==> src/rtl/res_pkg.sv <==
// Shared types, constants and result widths for the ring entry store.
package res_pkg;

    localparam int DEF_DEPTH       = 10;
    localparam int DEF_SIZE_BITS   = 16;
    localparam int DEF_HANDLE_BITS = 32;

    localparam int OFFSET_IN_BITS  = 20;
    localparam int TOTAL_BITS      = 20;
    localparam int HANDLE_OUT_BITS = 32;
    localparam int OFFSET_OUT_BITS = 16;
    localparam int SLOT_OUT_BITS   = 4;

    localparam logic [TOTAL_BITS-1:0] TOTAL_MAX = '1;

    localparam logic KIND_ADD  = 1'b0;
    localparam logic KIND_FIND = 1'b1;

    typedef enum logic [2:0] {
        ALU_HOLD,
        ALU_CLR,
        ALU_SUB_OLD,
        ALU_ADD_NEW,
        ALU_STEP,
        ALU_OFFS
    } t_alu_op;

    typedef struct packed {
        t_alu_op op;
        logic    drop_old;
    } t_alu_ctl;

endpackage

==> src/rtl/res_mem.sv <==
// Entry storage: size and handle arrays, one write port, one registered read port.
module res_mem #(
    parameter int DEPTH       = res_pkg::DEF_DEPTH,
    parameter int SIZE_BITS   = res_pkg::DEF_SIZE_BITS,
    parameter int HANDLE_BITS = res_pkg::DEF_HANDLE_BITS,
    parameter int ADDR_BITS   = $clog2(DEPTH)
) (
    input  logic                   i_clk,
    input  logic                   i_we,
    input  logic [ADDR_BITS-1:0]   i_waddr,
    input  logic [SIZE_BITS-1:0]   i_wsize,
    input  logic [HANDLE_BITS-1:0] i_whandle,
    input  logic [ADDR_BITS-1:0]   i_raddr,
    output logic [SIZE_BITS-1:0]   o_rsize,
    output logic [HANDLE_BITS-1:0] o_rhandle
);
    import res_pkg::*;

    logic [SIZE_BITS-1:0]   mem_size   [DEPTH];
    logic [HANDLE_BITS-1:0] mem_handle [DEPTH];
    logic [SIZE_BITS-1:0]   r_rsize;
    logic [HANDLE_BITS-1:0] r_rhandle;

    always_ff @(posedge i_clk) begin
        if (i_we) begin
            mem_size[i_waddr]   <= i_wsize;
            mem_handle[i_waddr] <= i_whandle;
        end
    end

    always_ff @(posedge i_clk) begin
        r_rsize   <= mem_size[i_raddr];
        r_rhandle <= mem_handle[i_raddr];
    end

    assign o_rsize   = r_rsize;
    assign o_rhandle = r_rhandle;

endmodule

==> src/rtl/res_walk.sv <==
// Shared add/subtract and compare unit with the running total and walk accumulator.
module res_walk #(
    parameter int DEPTH     = res_pkg::DEF_DEPTH,
    parameter int SIZE_BITS = res_pkg::DEF_SIZE_BITS
) (
    input  logic                                 i_clk,
    input  logic                                 i_rst_n,
    input  res_pkg::t_alu_ctl                    i_ctl,
    input  logic [SIZE_BITS-1:0]                 i_rd_size,
    input  logic [SIZE_BITS-1:0]                 i_new_size,
    input  logic [res_pkg::OFFSET_IN_BITS-1:0]   i_target,
    output logic                                 o_lt,
    output logic [res_pkg::OFFSET_OUT_BITS-1:0]  o_offset,
    output logic [res_pkg::TOTAL_BITS-1:0]       o_total
);
    import res_pkg::*;

    localparam int EXACT_BITS = SIZE_BITS + $clog2(DEPTH + 1);
    localparam int SUM_BITS   = (EXACT_BITS > OFFSET_IN_BITS) ? EXACT_BITS : OFFSET_IN_BITS;

    logic [SUM_BITS-1:0] r_total, n_total;
    logic [SUM_BITS-1:0] r_cum, n_cum;
    logic [SUM_BITS-1:0] op_a, op_b, sum, target_x;
    logic                sub;

    assign target_x = SUM_BITS'(i_target);

    always_comb begin
        op_a = r_cum;
        op_b = '0;
        sub  = 1'b0;
        case (i_ctl.op)
            ALU_SUB_OLD: begin
                op_a = r_total;
                op_b = i_ctl.drop_old ? SUM_BITS'(i_rd_size) : '0;
                sub  = 1'b1;
            end
            ALU_ADD_NEW: begin
                op_a = r_total;
                op_b = SUM_BITS'(i_new_size);
            end
            ALU_STEP: begin
                op_a = r_cum;
                op_b = SUM_BITS'(i_rd_size);
            end
            ALU_OFFS: begin
                op_a = target_x;
                op_b = r_cum;
                sub  = 1'b1;
            end
            default: begin
                op_a = r_cum;
                op_b = '0;
            end
        endcase
    end

    assign sum  = op_a + (sub ? ~op_b : op_b) + SUM_BITS'(sub);
    assign o_lt = target_x < sum;

    always_comb begin
        n_total = r_total;
        n_cum   = r_cum;
        case (i_ctl.op)
            ALU_SUB_OLD, ALU_ADD_NEW: n_total = sum;
            ALU_CLR:                  n_cum   = '0;
            // keep the sum before the hit entry for the offset step
            ALU_STEP:                 n_cum   = o_lt ? r_cum : sum;
            default:                  n_cum   = r_cum;
        endcase
    end

    always_ff @(posedge i_clk) begin
        if (!i_rst_n) begin
            r_total <= '0;
        end else begin
            r_total <= n_total;
        end
    end

    always_ff @(posedge i_clk) begin
        r_cum <= n_cum;
    end

    assign o_offset = OFFSET_OUT_BITS'(sum);
    assign o_total  = (r_total > SUM_BITS'(TOTAL_MAX)) ? TOTAL_MAX : TOTAL_BITS'(r_total);

endmodule

==> src/rtl/ring_entry_store_offset_lookup.sv <==
// Top level: ring entry store with byte-offset lookup and its sequencer.
//
//   channel   direction   handshake            payload
//   input     in          i_valid / o_stall    i_kind, i_entry_size, i_entry_handle,
//                                              i_char_offset
//   result    out         o_valid / i_stall    o_hit, o_handle_out, o_byte_offset,
//                                              o_slot_out, o_total_bytes
//
// An add steps through accept, drop old size, add new size and write, and finish.
// A find walks the stored entries from the oldest, one entry per cycle through the
// shared adder and the single read port of the entry store; a hit takes the offset
// step before finish, and a full miss or an empty ring goes straight to finish.
// Reset is synchronous and clears the ring pointers, count, total and sequencer.
// A stalled result holds in the output register; the next item is taken while it waits.
module ring_entry_store_offset_lookup #(
    parameter int DEPTH       = res_pkg::DEF_DEPTH,
    parameter int SIZE_BITS   = res_pkg::DEF_SIZE_BITS,
    parameter int HANDLE_BITS = res_pkg::DEF_HANDLE_BITS
) (
    input  logic                                 i_clk,
    input  logic                                 i_rst_n,
    input  logic                                 i_valid,
    output logic                                 o_stall,
    input  logic                                 i_kind,
    input  logic [SIZE_BITS-1:0]                 i_entry_size,
    input  logic [HANDLE_BITS-1:0]               i_entry_handle,
    input  logic [res_pkg::OFFSET_IN_BITS-1:0]   i_char_offset,
    output logic                                 o_valid,
    input  logic                                 i_stall,
    output logic                                 o_hit,
    output logic [res_pkg::HANDLE_OUT_BITS-1:0]  o_handle_out,
    output logic [res_pkg::OFFSET_OUT_BITS-1:0]  o_byte_offset,
    output logic [res_pkg::SLOT_OUT_BITS-1:0]    o_slot_out,
    output logic [res_pkg::TOTAL_BITS-1:0]       o_total_bytes
);
    import res_pkg::*;

    localparam int ADDR_BITS = $clog2(DEPTH);
    localparam int CNT_BITS  = $clog2(DEPTH + 1);

    typedef enum logic [5:0] {
        S_IDLE    = 6'b000001,
        S_ADD_SUB = 6'b000010,
        S_ADD_NEW = 6'b000100,
        S_WALK    = 6'b001000,
        S_OFFS    = 6'b010000,
        S_FIN     = 6'b100000
    } t_state;

    function automatic logic [ADDR_BITS-1:0] next_slot(input logic [ADDR_BITS-1:0] s);
        next_slot = (s == ADDR_BITS'(DEPTH - 1)) ? '0 : s + 1'b1;
    endfunction

    t_state                     r_state, n_state;
    logic [ADDR_BITS-1:0]       r_wslot, r_rslot, r_idx;
    logic [CNT_BITS-1:0]        r_count, r_left;
    logic [SIZE_BITS-1:0]       r_size;
    logic [HANDLE_BITS-1:0]     r_handle_in;
    logic [OFFSET_IN_BITS-1:0]  r_target;
    logic                       r_hit;
    logic [HANDLE_OUT_BITS-1:0] r_res_handle;
    logic [OFFSET_OUT_BITS-1:0] r_res_off;
    logic [SLOT_OUT_BITS-1:0]   r_res_slot;

    logic                       r_out_valid;
    logic                       r_o_hit;
    logic [HANDLE_OUT_BITS-1:0] r_o_handle;
    logic [OFFSET_OUT_BITS-1:0] r_o_off;
    logic [SLOT_OUT_BITS-1:0]   r_o_slot;
    logic [TOTAL_BITS-1:0]      r_o_total;

    logic                       full, in_take, out_take, load;
    logic [ADDR_BITS-1:0]       rd_addr;
    logic [SIZE_BITS-1:0]       rd_size;
    logic [HANDLE_BITS-1:0]     rd_handle;
    logic                       lt;
    logic [OFFSET_OUT_BITS-1:0] offset;
    logic [TOTAL_BITS-1:0]      total_sat;
    t_alu_ctl                   ctl;

    assign full     = (r_count == CNT_BITS'(DEPTH));
    assign o_stall  = (r_state != S_IDLE);
    assign in_take  = i_valid && (r_state == S_IDLE);
    assign out_take = r_out_valid && !i_stall;
    assign load     = (r_state == S_FIN) && (!r_out_valid || !i_stall);

    always_comb begin
        case (r_state)
            S_IDLE:  rd_addr = (i_kind == KIND_FIND) ? r_rslot : r_wslot;
            S_WALK:  rd_addr = next_slot(r_idx);
            default: rd_addr = r_idx;
        endcase
    end

    always_comb begin
        ctl.drop_old = full;
        case (r_state)
            S_IDLE:    ctl.op = (in_take && i_kind == KIND_FIND) ? ALU_CLR : ALU_HOLD;
            S_ADD_SUB: ctl.op = ALU_SUB_OLD;
            S_ADD_NEW: ctl.op = ALU_ADD_NEW;
            S_WALK:    ctl.op = ALU_STEP;
            S_OFFS:    ctl.op = ALU_OFFS;
            default:   ctl.op = ALU_HOLD;
        endcase
    end

    res_mem #(
        .DEPTH       (DEPTH),
        .SIZE_BITS   (SIZE_BITS),
        .HANDLE_BITS (HANDLE_BITS),
        .ADDR_BITS   (ADDR_BITS)
    ) u_mem (
        .i_clk     (i_clk),
        .i_we      (r_state == S_ADD_NEW),
        .i_waddr   (r_wslot),
        .i_wsize   (r_size),
        .i_whandle (r_handle_in),
        .i_raddr   (rd_addr),
        .o_rsize   (rd_size),
        .o_rhandle (rd_handle)
    );

    res_walk #(
        .DEPTH     (DEPTH),
        .SIZE_BITS (SIZE_BITS)
    ) u_walk (
        .i_clk      (i_clk),
        .i_rst_n    (i_rst_n),
        .i_ctl      (ctl),
        .i_rd_size  (rd_size),
        .i_new_size (r_size),
        .i_target   (r_target),
        .o_lt       (lt),
        .o_offset   (offset),
        .o_total    (total_sat)
    );

    always_comb begin
        n_state = r_state;
        case (r_state)
            S_IDLE: begin
                if (in_take) begin
                    if (i_kind == KIND_ADD) begin
                        n_state = S_ADD_SUB;
                    end else if (r_count == '0) begin
                        n_state = S_FIN;
                    end else begin
                        n_state = S_WALK;
                    end
                end
            end
            S_ADD_SUB: n_state = S_ADD_NEW;
            S_ADD_NEW: n_state = S_FIN;
            S_WALK: begin
                if (lt) begin
                    n_state = S_OFFS;
                end else if (r_left == CNT_BITS'(1)) begin
                    n_state = S_FIN;
                end
            end
            S_OFFS:  n_state = S_FIN;
            S_FIN:   n_state = load ? S_IDLE : S_FIN;
            default: n_state = S_IDLE;
        endcase
    end

    // control state
    always_ff @(posedge i_clk) begin
        if (!i_rst_n) begin
            r_state     <= S_IDLE;
            r_wslot     <= '0;
            r_rslot     <= '0;
            r_count     <= '0;
            r_out_valid <= 1'b0;
        end else begin
            r_state <= n_state;
            if (r_state == S_ADD_NEW) begin
                r_wslot <= next_slot(r_wslot);
                if (full) begin
                    r_rslot <= next_slot(r_wslot);
                end else begin
                    r_count <= r_count + 1'b1;
                end
            end
            if (load) begin
                r_out_valid <= 1'b1;
            end else if (out_take) begin
                r_out_valid <= 1'b0;
            end
        end
    end

    // item and result payload
    always_ff @(posedge i_clk) begin
        case (r_state)
            S_IDLE: begin
                if (in_take) begin
                    r_size       <= i_entry_size;
                    r_handle_in  <= i_entry_handle;
                    r_target     <= i_char_offset;
                    r_idx        <= rd_addr;
                    r_left       <= r_count;
                    r_hit        <= 1'b0;
                    r_res_handle <= '0;
                    r_res_off    <= '0;
                    r_res_slot   <= '0;
                end
            end
            S_ADD_SUB: begin
                r_hit        <= full;
                r_res_handle <= full ? HANDLE_OUT_BITS'(rd_handle) : '0;
                r_res_slot   <= SLOT_OUT_BITS'(r_wslot);
            end
            S_WALK: begin
                if (lt) begin
                    r_hit        <= 1'b1;
                    r_res_handle <= HANDLE_OUT_BITS'(rd_handle);
                    r_res_slot   <= SLOT_OUT_BITS'(r_idx);
                end else begin
                    // advance to the next newer entry
                    r_idx  <= next_slot(r_idx);
                    r_left <= r_left - 1'b1;
                end
            end
            S_OFFS: r_res_off <= offset;
            default: begin
                r_idx <= r_idx;
            end
        endcase
        if (load) begin
            r_o_hit    <= r_hit;
            r_o_handle <= r_res_handle;
            r_o_off    <= r_res_off;
            r_o_slot   <= r_res_slot;
            r_o_total  <= total_sat;
        end
    end

    assign o_valid       = r_out_valid;
    assign o_hit         = r_o_hit;
    assign o_handle_out  = r_o_handle;
    assign o_byte_offset = r_o_off;
    assign o_slot_out    = r_o_slot;
    assign o_total_bytes = r_o_total;

endmodule
==> config.mk <==
export PLATFORM = sky130hd
export DESIGN_NAME = ring_entry_store_offset_lookup
export DESIGN_NICKNAME = d
export VERILOG_FILES = /design/src/rtl/res_pkg.sv /design/src/rtl/res_mem.sv /design/src/rtl/res_walk.sv /design/src/rtl/ring_entry_store_offset_lookup.sv
export SDC_FILE = /design/constraint.sdc
export NUM_CORES = 1
export LEC_CHECK = 0
export ABC_AREA = 1
export BUFFER_PORTS_ARGS = -buffer_cell sky130_fd_sc_hd__buf_4
export CAP_MARGIN = 20
export CORE_MARGIN = 2
export CORE_UTILIZATION = 26
export DETAILED_ROUTE_END_ITERATION = 16
export GPL_ROUTABILITY_DRIVEN = 0
export HOLD_SLACK_MARGIN = 0.06
export REMOVE_ABC_BUFFERS = 1
export SYNTH_ARGS = -nofsm -noshare
export SYNTH_HDL_FRONTEND = slang
export SYNTH_HIERARCHICAL = 1
export SYNTH_SLANG_ARGS = --single-unit
==> constraint.sdc <==
create_clock -name i_clk -period 21.6 [get_ports i_clk]
set_input_delay 3.24 -clock i_clk [delete_from_list [all_inputs] [get_ports i_clk]]
set_output_delay 3.24 -clock i_clk [all_outputs]
set_load 0.01 [all_outputs]
==> impl_metrics.toml, run 1 <==
[status]
status = "completed"

[clocking]
cts_hold_buffers = 0
htreeDepth = 3
clk_latency_ns = 0.65
cts_num_sinks = 789
cts_max_path_buffers = 3
cts_resized = 0
cts_setup_buffers = 0
root_buffer = "clkbuf_16"
cts_buffers = 77
cts.clk_slew.worst_paths_ns = 0.07
cts_tree = "built"

[detailed_routing]
antenna_left = 0
wire_per_inst_um = 16.92
drt_first_pass_iters = 5
via_per_inst = 4.313
drtIter0Drc = 1432
vias = 20950
drc = 0
routed_wl_mm = 82.22

[floorplanning]
core-area_um2 = 127700
rows = 131
die_area_um2 = 131700
die_width_um = 362.9
initial_core_util = 0.2623
die_h_um = 362.9
top_level_ports = 148

[worst_setup_path]
worstPathRequired_ns = 21.86
critPathKind = "input port to flip-flop"
cp.arrival_ns = 9.87
crit_fanout = 25
slowest_delay_ns = 0.68
crit_slowest_cell = "nand2_1"
cpMostUsedCell = "nand2_1"
startpoint_type = "input port"
crit_path_end_kind = "flip-flop"

[synth]
ys.warnings.count = 6
synth_common_cells = "702 x edfxtp_1, 612 x nand2_1, 475 x inv_1"
yosysSeqAreaShare = 0.6815
synth.top_cell.area_share = 0.6295
ys_ff_latch = 789
async_flop_share = 0
yosys-top-cells-area = "edfxtp_1 63%, nand2_1 6.9%, inv_1 5.3%, dfxtp_1 5.2%, nand3_1 5.1%"
yosysMostFrequentCell = "edfxtp_1"
synth_ff_type = "edfxtp_1"
synth_edf_count = 702
syn_area_um2 = 33490
synth_area_leader_cell = "edfxtp_1"
synth_area_per_cell_um2 = 11.03
yosysUniqueCellTypes = 50
postSynthCellCount = 3037

[layout]
area_delta_synth_final_pct = 15.69
finalNonFillerCells = 4858
drive_gt1_frac = 0.1383
multi_input_area_um2 = 7904
diodes = 0
regArea_um2 = 22820
n_fill_cell = 12710
nets = 3248

[power]
p_per_area_nw_per_um2 = 96.64
p_leak_nw = 15.55
ir_worst_vdd_mv = 0.06298
power_mw = 3.744

[placement]
place_inst = 4714
hpwl_mm = 47.42
io_buffers = 147

[grt]
overflow = 0
grt_max_degree = 225
grt_pass1_vias = 20160
grt.total_usage = 0.1230
grt_first_pass_wirelength_mm = 123.8
grt_antenna_before_repair = 7

[sta]
hold_viol = 0
finalSetupTns_ns = 0
period_share = 0.4451
worst_slew_pin_slew_ns = 1.149
period_minus_slack_ns = 9.614
clock_skew_ns = 0.02480
slew_violations = 0
rsz0062_at_grt = "no"
hold_ws_ns = 0.4083
fmax_mhz = 104.0
slew_headroom = 0.2342
setup_violations = 0

[worst_hold_path]
hold_path_class = "flip-flop to flip-flop"

[job]
drv_cap = 0
-- stage by stage --
stage          worst slack (ns)  instance area, um2  utilization
2_1_floorplan             5.367               32470            -
3_5_place_dp              11.43               35960       0.2816
3_3_place_gp              11.64               35960       0.2816
4_1_cts                   12.09               38720       0.3032
5_1_grt                   11.25               38740       0.3034
6_report                  11.99               38740       0.3034
-- worst max-delay path: cells and delay by family --
family / cells / cell delay [ns]
simple gates: 21 / 4.46
buf+inv: 6 / 0.76
fa+ha+maj: 2 / 0.68
compound gates: 3 / 0.53
xor+xnor: 1 / 0.17
-- cells in the final DEF, fill, tap and decap left out, drive strengths merged, types with 2 or more instances in the layout --
cell and instances:
dfxtp 87, nor3 11, a21o 4, nand2 709
xor2 27, and2 3, nor2 225, inv 495
o211ai 11, clkinv 33, xnor2 3, o22ai 4
o21a 3, o221ai 16, buf 171, nand4 7
edfxtp 702, a21oi 74, o21ai 107, clkbuf 90
bufinv 14, o21bai 2, clkinvlp 4, ha 42
nand3 341
-- state kept, by name (all words and copies together), names as in the netlist, 6 cells and up --
signal,cells
u_mem/mem_handle,320
u_mem/mem_size,160
o_handle_out,32
r_handle_in,32
r_res_handle,32
u_mem/o_rhandle,32
o_total_bytes,20
r_target,20
u_walk/r_cum,20
u_walk/r_total,20
o_byte_offset,16
r_res_off,16
r_size,16
u_mem/o_rsize,16
r_state,6
-- layer usage --
metal,share of wire,global-route usage,vias to the layer above
met2,0.46,0.1998,587
li1,-,-,10170
met4,0.018,0.03702,10
met5,0.00069,0,-
met1,0.46,0.1679,10080
met3,0.058,0.02013,106
-- layout make-up --
cell class,count,share of cell area
sequential,789,0.5891
inverter,493,0.04815
tap,1662,0.05367
timing repair buffer,171,0.03397
clock inverter,53,0.01776
clock buffer,90,0.05338
multi-input combinational,1600,0.2040
-- kinds of logic (layout without fill, tap and decap cells) --
kind of cell | count (synthesis) | after routing | share of synthesized area
and+or+nand+nor | 1300 | 1300 | 0.1694
DFF | 789 | 789 | 0.6815
buffers and inverters | 648 | 807 | 0.08608
xor gates and xnor gates | 30 | 30 | 0.008519
AOI/OAI and AO/OA | 227 | 227 | 0.03822
adders and majority gates | 43 | 43 | 0.01629
-- final timing paths --
check	startpoint	endpoint	slack (ns)	depth (start not counted)
setup / recovery	i_valid	u_walk/r_cum[5]$_SDFFCE_PP0P_	11.99	33
hold / removal	r_res_off[5]$_SDFFCE_PN0P_	o_byte_offset[5]$_DFFE_PP_	0.41	0
setup reg to reg	r_state[2]$_SDFFE_PN0P_	u_walk/r_cum[5]$_SDFFCE_PP0P_	13.78	33
hold reg to reg	r_res_off[5]$_SDFFCE_PN0P_	o_byte_offset[5]$_DFFE_PP_	0.41	0
-- where the power goes --
| group | internal [mW] | leakage (nW) | switching (mW) |
|---|---|---|---|
| logic | 0.136 | 7.06 | 0.330 |
| clock network | 0.861 | 1.34 | 0.587 |
| registers | 1.77 | 7.15 | 0.0595 |
| total | 2.77 | 15.6 | 0.977 |
Note: power is estimated with default switching activity, not from simulation.
==> run 2: changes to the inputs <==
==> constraint.sdc (replaced) <==
create_clock -name i_clk -period 8.2 [get_ports i_clk]
set_input_delay 1.23 -clock i_clk [delete_from_list [all_inputs] [get_ports i_clk]]
set_output_delay 1.23 -clock i_clk [all_outputs]
set_load 0.01 [all_outputs]
==> run 2 against run 1 <==
Compared with the run above:
- critical path depth down 3
- first-iteration DRC count up 5.4%
- cell count up 0.16%
- non-clock buffer count up 8
- combinational power rose to 2.7 times the previous value
- setup slack worse by 11 ns
- highest routed layer unchanged
- sequential share of layout area up 0.29 points
- design area down 0.50%
- utilization down 0.15 points
- clock power up 140%
==> impl_metrics.toml, run 2 (synthesis results as in run 1) <==
[status]
status = "completed"

[floorplanning]
die_area_um2 = 131700
initial_core_util = 0.2623
core-area_um2 = 127700
top_level_ports = 148
die_width_um = 362.9
rows = 131
die_h_um = 362.9

[layout]
nets = 3256
area_delta_synth_final_pct = 15.12
design_area_um2 = 38550
n_fill_cell = 12840
drive_gt1_frac = 0.1396
reg_top3 = "u_mem/mem_handle x320, u_mem/mem_size x160"
final_common_cell = "edfxtp_1"
largest_reg_flops = 320
layout_common_cells = "702 x edfxtp_1, 612 x nand2_1, 474 x inv_1"
regMostFlops = "u_mem/mem_handle"

[worst_setup_path]
crit_slowest_cell = "xor2_1"
cp.arrival_ns = 7.37
cpMostUsedCell = "nand2_1"
worstRegToRegCells = 30
worstPathRequired_ns = 8.47
r2r_slack_ns = 1.10
reg2reg_from = "r_state[1]$_SDFFE_PN0P_"
startpoint_type = "flip-flop"
crit_fanout = 48
critPathKind = "flip-flop to flip-flop"
crit_path_end_kind = "flip-flop"
slowest_delay_ns = 0.59
r2r_end = "r_res_handle[9]$_DFFE_PP_"

[grt]
grt.total_usage = 0.1238
grt_max_degree = 125
grt_first_pass_wirelength_mm = 124.3
grt_antenna_before_repair = 2
overflow = 0
grt_pass1_vias = 20200

[power]
combPwrFrac = 0.130
ir_worst_vdd_mv = 0.1651
switchingPower_mw = 2.574
switching_share = 0.2692
power.internal_mw = 6.991
p_leak_nw = 15.48
power_mw = 9.565
clockPowerShare = 0.366
seq_power_share = 0.504
p_per_area_nw_per_um2 = 248.1

[clocking]
cts_resized = 0
htreeDepth = 3
root_buffer = "clkbuf_16"
cts_hold_buffers = 0
cts_tree = "built"
cts_buffers = 77
cts_setup_buffers = 0
cts.clk_slew.worst_paths_ns = 0.07
cts_num_sinks = 789
clk_latency_ns = 0.65
cts_max_path_buffers = 3

[job]
drv_cap = 0

[sta]
finalSetupTns_ns = 0
rsz0062_at_grt = "no"
slew_violations = 0
clock_skew_ns = 0.02253
slew_headroom = 0.3352
period_share = 0.8656
hold_viol = 0
fmax_mhz = 140.9
period_minus_slack_ns = 7.098
worst_slew_pin_slew_ns = 0.9972
setup_violations = 0

[detailed_routing]
vias = 20940
antenna_left = 0
routed_wl_mm = 82.74
wire_per_inst_um = 17.00
drc = 0
drtIter0Drc = 1509
via_per_inst = 4.303
drt_first_pass_iters = 5

[worst_hold_path]
min_from = "r_res_off[8]$_SDFFCE_PN0P_"
hold_path_class = "flip-flop to flip-flop"
hold_depth = 0
hold-path-endpoint = "o_byte_offset[8]$_DFFE_PP_"

[placement]
hpwl_mm = 47.79
io_buffers = 147
place_area_um2 = 36000
==> run 2: cell types whose count changed in the layout (fill, tap and decap cells not counted), moves of 2 or more <==
| cell | before | now |
|---|---|---|
| inv_8 | 1 | 3 |
| clkbuf_1 | 6 | 16 |
| buf_4 | 169 | 177 |
| bufinv_16 | 14 | 4 |
| inv_16 | 2 | 4 |
| clkinv_1 | 16 | 8 |
| clkinv_2 | 14 | 19 |
==> run 2: area by class of cell <==
type,instances,area (um2),share of cell area
Multi-Input combinational cell,1600,7904,0.2050
Clock inverter,41,391.6,0.01016
Clock buffer,101,2102,0.05453
Timing Repair Buffer,179,1384,0.03590
Sequential cell,789,22820,0.5920
Antenna cell,1,2.502,0.00006491
Inverter,493,1866,0.04839
Tap cell,1662,2079,0.05394
==> run 2: worst max path at each step <==
stage,from,endpoint,slack (ns),depth (start not counted)
finish,r_state[1]$_SDFFE_PN0P_,r_res_handle[9]$_DFFE_PP_,1.10,30
global route,r_state[5]$_SDFFE_PN0P_,r_res_handle[26]$_DFFE_PP_,0.49,30
CTS,r_state[1]$_SDFFE_PN0P_,r_res_handle[26]$_DFFE_PP_,1.15,30
detailed placement,i_valid,r_res_handle[9]$_DFFE_PP_,0.87,30
global placement,i_valid,r_res_handle[9]$_DFFE_PP_,1.06,30
floorplan,i_kind,u_mem/o_rhandle[11]$_DFF_P_,-6.02,10
==> run 2: metal layers <==
| layer | vias up | global-route usage | share of wire |
|---|---|---|---|
| met5 | - | 0 | 0.00029 |
| met4 | 4 | 0.03702 | 0.021 |
| met3 | 118 | 0.01939 | 0.056 |
| met2 | 575 | 0.2017 | 0.46 |
| met1 | 10050 | 0.1691 | 0.46 |
| li1 | 10190 | - | - |
==> run 2: through the flow <==
step / hold slack [ns] / cells / utilization / setup WS [ns]
CTS: 0.4190 / 4863 / 0.3015 / 1.151
global route: 0.4232 / 4865 / 0.3019 / 0.4926
floorplan: 0.4003 / 2882 / - / -6.023
global placement: 0.4041 / 4721 / 0.2819 / 1.057
detailed placement: 0.4045 / 4721 / 0.2819 / 0.8689
finish: 0.4159 / 4866 / 0.3019 / 1.102
==> run 2: power groups by stage <==
stage / sequential, mW / clock [mW] / combinational (mW)
floorplan: 4.83 / 0 / 0.962
global placement: 4.91 / 0 / 1.24
detailed placement: 4.91 / 0 / 1.25
CTS: 4.83 / 3.59 / 1.26
global route: 4.85 / 3.75 / 1.39
finish: 4.82 / 3.50 / 1.24
==> run 2: worst max-delay path: cells and delay by family, from the launching register on <==
kind	cells	cell delay (ns)
compound gates	4	0.66
xor+xnor	1	0.59
fa+ha+maj	2	0.75
buf+inv	7	1.46
flops	1	0.35
simple gates	16	2.85
